<file path="src/rtl/prq_pkg.sv">
// Package for the priority ready queue scheduler: default sizes, field widths,
// request, task-state and response codes. Used by priority_ready_queue_scheduler.
package prq_pkg;

   localparam int PRQ_TASKS  = 64;
   localparam int PRQ_LEVELS = 16;

   localparam int REQ_TDATA_W = 16;   // 13 payload bits padded to whole bytes
   localparam int RSP_TDATA_W = 24;   // 17 payload bits padded to whole bytes

   typedef enum logic [0:0] {
      REQ_INSERT = 1'b0,
      REQ_POP    = 1'b1
   } req_code_type;

   typedef enum logic [2:0] {
      TS_ACTIVE       = 3'd0,
      TS_READY        = 3'd1,
      TS_SEND_BLOCKED = 3'd2,
      TS_RECV_BLOCKED = 3'd3,
      TS_REPLY_BLOCKED = 3'd4,
      TS_AWAIT_EVENT  = 3'd5,
      TS_DEFUNCT      = 3'd6
   } task_state_type;

   typedef enum logic [1:0] {
      RSP_INSERTED   = 2'd0,
      RSP_IGNORED    = 2'd1,
      RSP_POPPED     = 2'd2,
      RSP_NONE_READY = 2'd3
   } rsp_code_type;

endpackage

</file>
<file path="src/rtl/priority_ready_queue_scheduler.sv">
// Multilevel priority ready queue: top level with sequencer, link memories and
// the shared level-scan incrementer. Depends on prq_pkg.
//
// Usage:
//   req channel (req_tvalid/req_tready/req_tuser/req_tdata) carries one request
//   per transfer: insert a runnable task at the tail of its level's FIFO, or pop
//   the head of the most urgent non-empty level. rsp channel returns exactly
//   one result per request, in order.
//   An insert reads its level's head and tail, then updates the stores and
//   builds its result; a pop that leaves its level non-empty then writes its
//   successor as the new head; a pop that drains its level scans the less
//   urgent levels, at most LEVELS steps. The scan runs through one shared
//   incrementer and compare, one level per cycle; head, tail and link stores
//   are memories with registered reads, which sets the read-then-use cycles.
//   The block takes one request at a time and is ready only in its idle
//   state, entered as the result is loaded. The result register is separate,
//   so a new request is taken while the previous result still waits.
//   Reset: all levels empty, top level reads LEVELS, no result pending.
//   Stall: when rsp_tready is low the finished result is held and the
//   sequencer waits before loading the next one; nothing is dropped.
module priority_ready_queue_scheduler
   import prq_pkg::*;
#(
   parameter int TASKS  = PRQ_TASKS,
   parameter int LEVELS = PRQ_LEVELS
) (
   input  logic                   clock,
   input  logic                   reset,
   input  logic                   req_tvalid,
   output logic                   req_tready,
   input  logic                   req_tuser,   // [0] req_type
   // [5:0] task_index, [9:6] prio_level, [12:10] task_status
   input  logic [REQ_TDATA_W-1:0] req_tdata,
   output logic                   rsp_tvalid,
   input  logic                   rsp_tready,
   // [1:0] status, [7:2] popped_index, [11:8] popped_level, [16:12] top_level
   output logic [RSP_TDATA_W-1:0] rsp_tdata
);

   localparam int TASK_W = $clog2(TASKS);
   localparam int LIDX_W = $clog2(LEVELS);
   localparam int LVL_W  = $clog2(LEVELS + 1);
   localparam logic [LVL_W-1:0] NO_LEVEL = LVL_W'(LEVELS);

   typedef enum logic [2:0] {
      S_IDLE,
      S_READ,
      S_EXEC,
      S_LINK,
      S_SCAN,
      S_DONE
   } state_type;

   // request fields
   logic       req_code;
   logic [5:0] task_index;
   logic [3:0] prio_level;
   logic [2:0] task_status;

   assign req_code    = req_tuser;
   assign task_index  = req_tdata[5:0];
   assign prio_level  = req_tdata[9:6];
   assign task_status = req_tdata[12:10];

   // stores
   logic [TASK_W-1:0] level_head [LEVELS];
   logic [TASK_W-1:0] level_tail [LEVELS];
   logic [TASK_W-1:0] next_link  [TASKS];
   logic [LEVELS-1:0] nonempty_ff, nonempty_in;
   logic [LVL_W-1:0]  best_ff, best_in;

   // registered read data
   logic [TASK_W-1:0] head_rd_ff, tail_rd_ff, link_rd_ff;

   // sequencer state and latched request
   state_type         state_ff, state_in;
   logic              pop_ff, pop_in;
   logic              ok_ff, ok_in;
   logic [TASK_W-1:0] slot_ff, slot_in;
   logic [LIDX_W-1:0] lvl_ff, lvl_in;
   logic [LVL_W-1:0]  scan_ff, scan_in;

   // finished result and output register
   logic [1:0]        res_code_ff, res_code_in;
   logic [TASK_W-1:0] res_idx_ff, res_idx_in;
   logic [LIDX_W-1:0] res_lvl_ff, res_lvl_in;
   logic              rsp_valid_ff, rsp_valid_in;
   logic [RSP_TDATA_W-1:0] rsp_data_ff, rsp_data_in;

   // memory ports
   logic [LIDX_W-1:0] lvl_rd_addr;
   logic              head_we, tail_we, link_we;
   logic [TASK_W-1:0] head_wd;
   logic [TASK_W-1:0] link_wa, link_ra;

   logic              req_fire;
   logic [LIDX_W-1:0] sat_lvl;
   logic              runnable;
   logic              slot_fits;

   assign req_tready = (state_ff == S_IDLE);
   assign req_fire   = req_tvalid && req_tready;
   assign rsp_tvalid = rsp_valid_ff;
   assign rsp_tdata  = rsp_data_ff;

   // saturate the level, qualify the slot and the task state
   assign sat_lvl   = (32'(prio_level) >= LEVELS) ? LIDX_W'(LEVELS - 1)
                                                  : LIDX_W'(prio_level);
   assign runnable  = (task_status == TS_ACTIVE) || (task_status == TS_READY);
   assign slot_fits = 32'(task_index) < TASKS;

   // pop reads the top level; insert reads its own level
   assign lvl_rd_addr = (state_ff == S_IDLE)
                        ? ((req_code == REQ_POP) ? LIDX_W'(best_ff) : sat_lvl)
                        : lvl_ff;

   assign head_we = ((state_ff == S_EXEC) && !pop_ff && ok_ff && !nonempty_ff[lvl_ff])
                    || (state_ff == S_LINK);
   assign head_wd = (state_ff == S_LINK) ? link_rd_ff : slot_ff;
   assign tail_we = (state_ff == S_EXEC) && !pop_ff && ok_ff;
   assign link_we = (state_ff == S_EXEC) && !pop_ff && ok_ff && nonempty_ff[lvl_ff];
   assign link_wa = tail_rd_ff;
   assign link_ra = head_rd_ff;

   always_ff @(posedge clock) begin
      if (head_we) begin
         level_head[lvl_ff] <= head_wd;
      end
      head_rd_ff <= level_head[lvl_rd_addr];
   end

   always_ff @(posedge clock) begin
      if (tail_we) begin
         level_tail[lvl_ff] <= slot_ff;
      end
      tail_rd_ff <= level_tail[lvl_rd_addr];
   end

   always_ff @(posedge clock) begin
      if (link_we) begin
         next_link[link_wa] <= slot_ff;
      end
      link_rd_ff <= next_link[link_ra];
   end

   always_comb begin
      state_in     = state_ff;
      pop_in       = pop_ff;
      ok_in        = ok_ff;
      slot_in      = slot_ff;
      lvl_in       = lvl_ff;
      scan_in      = scan_ff;
      nonempty_in  = nonempty_ff;
      best_in      = best_ff;
      res_code_in  = res_code_ff;
      res_idx_in   = res_idx_ff;
      res_lvl_in   = res_lvl_ff;
      rsp_valid_in = rsp_valid_ff && !rsp_tready;
      rsp_data_in  = rsp_data_ff;

      case (state_ff)
         S_IDLE: begin
            if (req_fire) begin
               pop_in  = (req_code == REQ_POP);
               ok_in   = (req_code == REQ_POP) ? (best_ff < NO_LEVEL)
                                               : (runnable && slot_fits);
               slot_in = TASK_W'(task_index);
               lvl_in  = lvl_rd_addr;
               state_in = S_READ;
            end
         end
         S_READ: begin
            // head and tail of the addressed level are being read
            state_in = S_EXEC;
         end
         S_EXEC: begin
            res_idx_in = '0;
            res_lvl_in = '0;
            state_in   = S_DONE;
            if (!pop_ff) begin
               if (ok_ff) begin
                  nonempty_in[lvl_ff] = 1'b1;
                  if (LVL_W'(lvl_ff) < best_ff) begin
                     best_in = LVL_W'(lvl_ff);
                  end
                  res_code_in = RSP_INSERTED;
               end else begin
                  res_code_in = RSP_IGNORED;
               end
            end else if (!ok_ff || !nonempty_ff[lvl_ff]) begin
               res_code_in = RSP_NONE_READY;
            end else begin
               res_code_in = RSP_POPPED;
               res_idx_in  = head_rd_ff;
               res_lvl_in  = lvl_ff;
               if (head_rd_ff == tail_rd_ff) begin
                  // level drains: scan toward less urgent levels
                  nonempty_in[lvl_ff] = 1'b0;
                  scan_in  = LVL_W'(lvl_ff) + LVL_W'(1);
                  state_in = S_SCAN;
               end else begin
                  state_in = S_LINK;
               end
            end
         end
         S_LINK: begin
            // successor read done; head write happens this cycle
            state_in = S_DONE;
         end
         S_SCAN: begin
            if ((scan_ff < NO_LEVEL) && !nonempty_ff[scan_ff[LIDX_W-1:0]]) begin
               scan_in = scan_ff + LVL_W'(1);
            end else begin
               best_in  = scan_ff;
               state_in = S_DONE;
            end
         end
         S_DONE: begin
            // hold until the output register is free
            if (!rsp_valid_ff || rsp_tready) begin
               rsp_valid_in = 1'b1;
               rsp_data_in  = '0;
               rsp_data_in[1:0]   = res_code_ff;
               rsp_data_in[7:2]   = 6'(res_idx_ff);
               rsp_data_in[11:8]  = 4'(res_lvl_ff);
               rsp_data_in[16:12] = 5'(best_ff);
               state_in = S_IDLE;
            end
         end
         default: begin
            state_in = S_IDLE;
         end
      endcase
   end

   always_ff @(posedge clock) begin
      if (reset) begin
         state_ff     <= S_IDLE;
         nonempty_ff  <= '0;
         best_ff      <= NO_LEVEL;
         rsp_valid_ff <= 1'b0;
      end else begin
         state_ff     <= state_in;
         nonempty_ff  <= nonempty_in;
         best_ff      <= best_in;
         rsp_valid_ff <= rsp_valid_in;
      end
      pop_ff      <= pop_in;
      ok_ff       <= ok_in;
      slot_ff     <= slot_in;
      lvl_ff      <= lvl_in;
      scan_ff     <= scan_in;
      res_code_ff <= res_code_in;
      res_idx_ff  <= res_idx_in;
      res_lvl_ff  <= res_lvl_in;
      rsp_data_ff <= rsp_data_in;
   end

endmodule

</file>
<file path="config.mk">
export PLATFORM = sky130hd
export DESIGN_NAME = priority_ready_queue_scheduler
export DESIGN_NICKNAME = d
export VERILOG_FILES = /design/src/rtl/prq_pkg.sv /design/src/rtl/priority_ready_queue_scheduler.sv
export SDC_FILE = /design/constraint.sdc
export NUM_CORES = 1
export LEC_CHECK = 0
export ABC_AREA = 0
export BUFFER_PORTS_ARGS = -buffer_cell sky130_fd_sc_hd__buf_2
export CAP_MARGIN = 20
export CORE_MARGIN = 1.5
export CORE_UTILIZATION = 24
export CTS_BUF_LIST = sky130_fd_sc_hd__clkbuf_2
export DETAILED_ROUTE_END_ITERATION = 10
export GPL_ROUTABILITY_DRIVEN = 0
export PLACE_DENSITY = 0.46
export SYNTH_ARGS = -nofsm -noshare
export SYNTH_HDL_FRONTEND = slang
export SYNTH_SLANG_ARGS = --single-unit
</file>
<file path="constraint.sdc">
create_clock -name clock -period 3 [get_ports clock]
set_clock_uncertainty 0.15 [all_clocks]
set_input_delay 0.6 -clock clock [delete_from_list [all_inputs] [get_ports clock]]
set_output_delay 0.6 -clock clock [all_outputs]
set_load 0.02 [all_outputs]
</file>
# --- Yosys cells after proc, flatten, opt, wreduce, memory -nomap -nowiden ---
# Memory sizes are Yosys's and may differ from the RTL's. A register that Yosys moved wholly into a read port is not among the register bits.
# Index checks and enable logic that the tools add are counted.
totals:
  ff_bits: 71
  ramBits: 576
  output_inout_bits: 26
  elab_cells: 118
  mem_count: 3
op_classes:
  add_sub_neg: 2
  magnitude_cmp: 6
  n_eq_ne: 19
  muxes: 42
  bitwise: 4
  reduce_logical: 29
mem_list:
  columns: ["memory", "depth", "word_bits", "read_ports", "rd_ports_with_merged_regs", "wr", "line_no", "rtl"]
  rows:
  - ["next_link", 64, 6, 1, 1, 1, "priority_ready_queue_scheduler.sv:68", "logic [TASK_W-1:0] next_link [TASKS];"]
  - ["level_head", 16, 6, 1, 1, 1, "priority_ready_queue_scheduler.sv:66", "logic [TASK_W-1:0] level_head [LEVELS];"]
  - ["level_tail", 16, 6, 1, 1, 1, "priority_ready_queue_scheduler.sv:67", "logic [TASK_W-1:0] level_tail [LEVELS];"]
op_table:
  columns: ["op", "n"]
  rows:
  - ["16-bit 2-to-1 mux", 4]
  - ["5-bit 2-to-1 mux", 8]
  - ["5-bit one-hot mux with 2 select lines", 2]
  - ["3-bit 2-to-1 mux", 6]
  - ["3-bit one-hot mux with 6 select lines", 1]
  - ["16-bit AND", 1]
  - ["2-bit != test, second input constant", 8]
  - ["16-bit inverter", 1]
  - ["16-bit OR", 1]
  - ["1-bit 2-to-1 mux", 14]
  - ["4-bit by 5-bit less-than comparator with 1-bit output, second input constant", 2]
  - ["5-bit less-than comparator, second input constant", 2]
  - ["5-bit AND reduction", 2]
  - ["1-bit binary-select mux with 4-bit select", 2]
  - ["1-bit logical AND", 8]
  - ["4-bit 2-to-1 mux", 2]
  - ["2-bit by 1-bit != test with 1-bit output, second input constant", 4]
  - ["3-bit by 1-bit equality test with 1-bit output, second input constant", 2]
  - ["3-bit by 2-bit equality test with 1-bit output, second input constant", 2]
  - ["3-bit equality test, second input constant", 2]
  - ["6-bit equality test", 1]
  - ["1-bit logical NOT", 6]
  - ["3-bit logical NOT", 2]
  - ["6-bit 2-to-1 mux", 1]
  - ["13 further kinds", 18]

# --- Longest topological paths before layout ---
depth:
  word_depth: 9
  ltp_mapped: 10
  ltp_nobuf: 8

# --- Worst setup path before layout ---
# Ideal clock, no wire load.
synth_timing:
  path_type: "flip-flop to flip-flop"
  start: "reg state_ff[2]"
  end: "mem next_link[63][0] (netlist name), enable pin"
  setup_time_ns: 0.350
  arrival_ns: 2.317
  setup_slack_ns: 0.183
  path_stages_with_launch: 10
  period_less_slack_ns: 2.817
  path_cell_list: "dfxtp_1 -> clkbuf_2 -> and2b_1 -> nand2b_1 -> inv_1 -> nand2_2 -> or2_2 -> nor3_2 -> nand3_1 -> nor2_1"
synth_via:
  elab_chain_cells: 6
synth_lines:
  columns: ["element", "line_no", "rtl"]
  rows:
  - ["start: declaration", "priority_ready_queue_scheduler.sv:76", "state_type state_ff, state_in;"]
  - ["start signal: assignment", "priority_ready_queue_scheduler.sv:243", "state_ff <= state_in;"]
  - ["3-bit by 2-bit equality test with 1-bit output", "priority_ready_queue_scheduler.sv:121", "assign link_we = (state_ff == S_EXEC) && !pop_ff && ok_ff && nonempty_ff[lvl_ff];"]
  - ["1-bit logical AND (3 in series)", "priority_ready_queue_scheduler.sv:121", null]
  - ["1-bit 2-to-1 mux", "priority_ready_queue_scheduler.sv:140", "if (link_we) begin"]
  - ["1-bit 2-to-1 mux (not written as such)", "priority_ready_queue_scheduler.sv:141", "next_link[link_wa] <= slot_ff;"]
  - ["end: declaration", "priority_ready_queue_scheduler.sv:68", null]
# Every way passes these cells.

# --- Final worst setup path ---
layout_timing:
  start: "reg state_ff[1]"
  end: "out req_tready"
layout_via:
  elab_chain_cells: 1
layout_lines:
  columns: ["element", "line_no", "rtl"]
  rows:
  - ["3-bit logical NOT", "priority_ready_queue_scheduler.sv:101", "assign req_tready = (state_ff == S_IDLE);"]
  - ["end: declaration", "priority_ready_queue_scheduler.sv:30", "output logic req_tready,"]
# Every way passes these cells.

==> run summary <==
The run finished with clean final reports. Counting every sink on the clock net gives 665. The clock-pin slew of the registers on the worst-case setup and hold paths came out at 100 ps. The half-perimeter wire length of the detailed placement result came out at around 41 mm.

The power per standard cell area came out at 728.7 mW/mm2. The final hold violation count is 0. The number of synthesized register bits came out at around 670. The post-synthesis async set-or-reset flop share came out at 0.

The final net count came out at roughly 1,700. The count of pins on the block boundary came out at 47. The final-layout worst hold slack came out at ~270 ps. The number of slew-limit violations in the final report came out at 0. The final cycle utilization of the critical path is 0.9750.

The residual antenna-violating net count after detailed routing came out at 0. In this run the static leakage power is 10.44 nW. After detailed routing, the average wire length per cell comes to between 15 and 20 um. The H-tree was split into 4 levels. The area share of the largest cell type after synthesis came out at 0.7128. The mean area per synthesized cell is 20.11 um2. The number of antenna violations at the first check in global routing is 2. In the synthesized netlist, the number of instances is about 1,300. The clock period minus final worst setup slack came out at 2925 ps. The CTS tree is done. sky130_fd_sc_hd__edfxtp_1 is the most common cell in the netlist. The tree is rooted in a sky130_fd_sc_hd__clkbuf_2.

The post-synthesis instance area came out at about 0.026 mm2. The routed layout has roughly 13,000 vias. The largest net degree at the start of global routing came out at 53.

The maximum net fanout on the critical path came out at 8. The fmax came out at ~0.34 GHz. Synthesis instantiated 57 different standard cells from the library.

The post-layout instance count excluding filler cells is around 3,200. The DRC violations left is 0. The share of layout cells above drive strength 1 came out at 0.3817.

Yosys printed 0 warnings. Sorting the synthesized cells by area gives the leading types as sky130_fd_sc_hd__edfxtp_1 (71%), sky130_fd_sc_hd__mux4_2 (15%), sky130_fd_sc_hd__dfxtp_1 (3.3%). The total power draw came out at ~23 mW. The first-pass GRT wire length came out at a little over 90 mm. The global-route total usage across every layer came out at 0.1144. The total congestion overflow after global routing is 0. The area added between synthesis and finish is 18.30%. The total of buffers placed on input and output ports came out at 35. Setup repair after global routing could not meet its margin everywhere. The insertion delay of the later-clocked pin in the worst-skew pair is 1340 ps. The synthesized design spends more area on one cell type than any other, namely sky130_fd_sc_hd__edfxtp_1. Of the synthesized area, sequential elements account for 0.7456. The worst setup path is captured at an output port. The mean number of vias per cell came out at ~4.3. The die area came out at about 0.11 mm2.

The startpoint-to-endpoint class of the critical path is reg -> out. The vertical extent of the die came out at ~330 um. The x dimension of the die came out at between 300 and 400 um. For this run, the leading register cell type out of synthesis is sky130_fd_sc_hd__edfxtp_1. The maximum resistive drop on vdd came out at approximately 330 uV.

The via count of the first global-routing pass came out at ~14,000. The count of endpoints failing setup in the final report came out at 0. The clock buffer count from CTS is ~170.

The tightest min-delay check is of the reg -> reg type. The transition at the pin with the smallest max-transition slack came out at just under 900 ps. The clock passes through at most 3 buffers. Yosys mapped a number of flops with a built-in enable equal to approximately 620. The relative slew slack came out at 0.4203. Counting the fill cells in the layout gives 10,780. Across the run, the number of max-cap violations was 0. The count of TritonRoute iterations in the first routing pass is 5. After the first detailed-routing iteration, the DRC count stood at ~860. The critical path required time came out at approximately 2300 ps.

The core box area came out at 0.1086 mm2. Ranked by instance count, the synthesized netlist is headed by sky130_fd_sc_hd__edfxtp_1 (622), sky130_fd_sc_hd__mux4_2 (175), sky130_fd_sc_hd__nor2_1 (98). The initial core utilization is 0.2414. STA classifies the critical path startpoint as a flop. The routed wire length came out at approximately 63 mm.

The floorplan row count came out at around 120. The data arrival time of the critical path came out at around 2200 ps. In this run, placement finished with an instance count of around 2,800.
[report_power, final]
part	switching [mW]	internal, mW	leakage (nW)	total [mW]
Clock	3.68	2.46	1.16	6.13
Sequential	0.351	10.4	5.96	10.8
Combinational	2.96	2.72	3.32	5.68
[routing by layer]
metal,global-route usage,part of all wire,vias up
li1,-,-,6020
met1,0.1478,0.44,7043
met2,0.1846,0.49,327
met3,0.02808,0.048,105
met4,0.04479,0.024,0
met5,0,0,-
[cells by family (layout without fill, tap and decap cells)]
logic type / count (synthesis) / after routing / synth area share
fa+ha+maj: 4 / 4 / 0.001910
flops: 665 / 665 / 0.7456
buf+inv: 104 / 545 / 0.01938
xor+xnor: 8 / 8 / 0.002674
simple gates: 209 / 209 / 0.03729
compound gates: 75 / 75 / 0.01838
mux: 237 / 237 / 0.1746
other cells: 1 / 11 / 0.0001431
[registers in the layout (all words and copies together) (netlist names), 17 cells and up, named ones only]
register,cells
level_tail,96
next_link,384
rsp_tdata,17
level_head,96
[final timing paths]
path | from | endpoint | slack (ps) | cells past startpoint
max | state_ff[1]$_SDFFE_PP0P_ | req_tready | 80 | 3
min reg2reg | res_idx_ff[5]$_SDFFCE_PP0N_ | rsp_tdata[7]$_DFFE_PP_ | 270 | 0
max reg2reg | scan_ff[2]$_DFFE_PP_ | scan_ff[4]$_DFFE_PP_ | 90 | 6
min | res_idx_ff[5]$_SDFFCE_PP0N_ | rsp_tdata[7]$_DFFE_PP_ | 270 | 0
[layout by cell type (no fill, tap or decap), types with 5 or more instances in the layout]
| master | instances |
|---|---|
| sky130_fd_sc_hd__edfxtp_1 | 622 |
| sky130_fd_sc_hd__clkbuf_2 | 248 |
| sky130_fd_sc_hd__mux4_2 | 175 |
| sky130_fd_sc_hd__buf_4 | 151 |
| sky130_fd_sc_hd__nor2_1 | 98 |
| sky130_fd_sc_hd__mux2i_1 | 54 |
| sky130_fd_sc_hd__dfxtp_1 | 38 |
| sky130_fd_sc_hd__nand2_1 | 35 |
| sky130_fd_sc_hd__buf_2 | 34 |
| sky130_fd_sc_hd__dlygate4sd3_1 | 30 |
| sky130_fd_sc_hd__inv_1 | 28 |
| sky130_fd_sc_hd__a21oi_1 | 24 |
| sky130_fd_sc_hd__clkinv_1 | 24 |
| sky130_fd_sc_hd__nand3_1 | 20 |
| sky130_fd_sc_hd__nor2b_1 | 11 |
| sky130_fd_sc_hd__a22oi_1 | 11 |
| sky130_fd_sc_hd__and2_1 | 10 |
| sky130_fd_sc_hd__o21ai_1 | 10 |
| sky130_fd_sc_hd__buf_12 | 10 |
| sky130_fd_sc_hd__mux2_2 | 7 |
| sky130_fd_sc_hd__or3_1 | 7 |
| sky130_fd_sc_hd__conb_1 | 7 |
| sky130_fd_sc_hd__nand2b_1 | 6 |
| sky130_fd_sc_hd__o21ai_0 | 6 |
| sky130_fd_sc_hd__inv_2 | 5 |
[worst max-delay path, stage by stage, from the launching register on]
cell and delay [ps]:
sky130_fd_sc_hd__dfxtp_2 390, sky130_fd_sc_hd__nor3_4 200, sky130_fd_sc_hd__buf_6 140, sky130_fd_sc_hd__buf_6 120
[area by class of cell]
class / instances / area, um2 / area share
Antenna cell: 4 / 10.01 / 0.0003229
Timing Repair Buffer: 228 / 1838 / 0.05929
Inverter: 28 / 105.1 / 0.003390
Tap cell: 1414 / 1769 / 0.05707
Multi-Input combinational cell: 540 / 6227 / 0.2009
Sequential cell: 665 / 19550 / 0.6307
Clock inverter: 41 / 259.0 / 0.008355
Clock buffer: 248 / 1241 / 0.04004
[stage by stage]
step	utilization	setup slack, ps	TNS (ps)	area [um2]
floorplan	-	183.4	0	26230
global placement	0.2684	121.1	0	29130
detailed placement	0.2684	107.7	0	29130
CTS	0.2853	-197.5	-197.5	30970
global route	0.2856	-147.3	-147.3	31000
finish	0.2856	75.06	0	31000
[what timing repair did]
item | CTS | global route
hold buffers | 30 | 0
gates resized for setup | 5 | 3
setup buffers | 3 | 0
setup endpoints to repair | 1 | 367
endpoints found under the hold margin | 78 | 0
pin swaps | 1 | 1
Power figures use the tool's default switching activity.
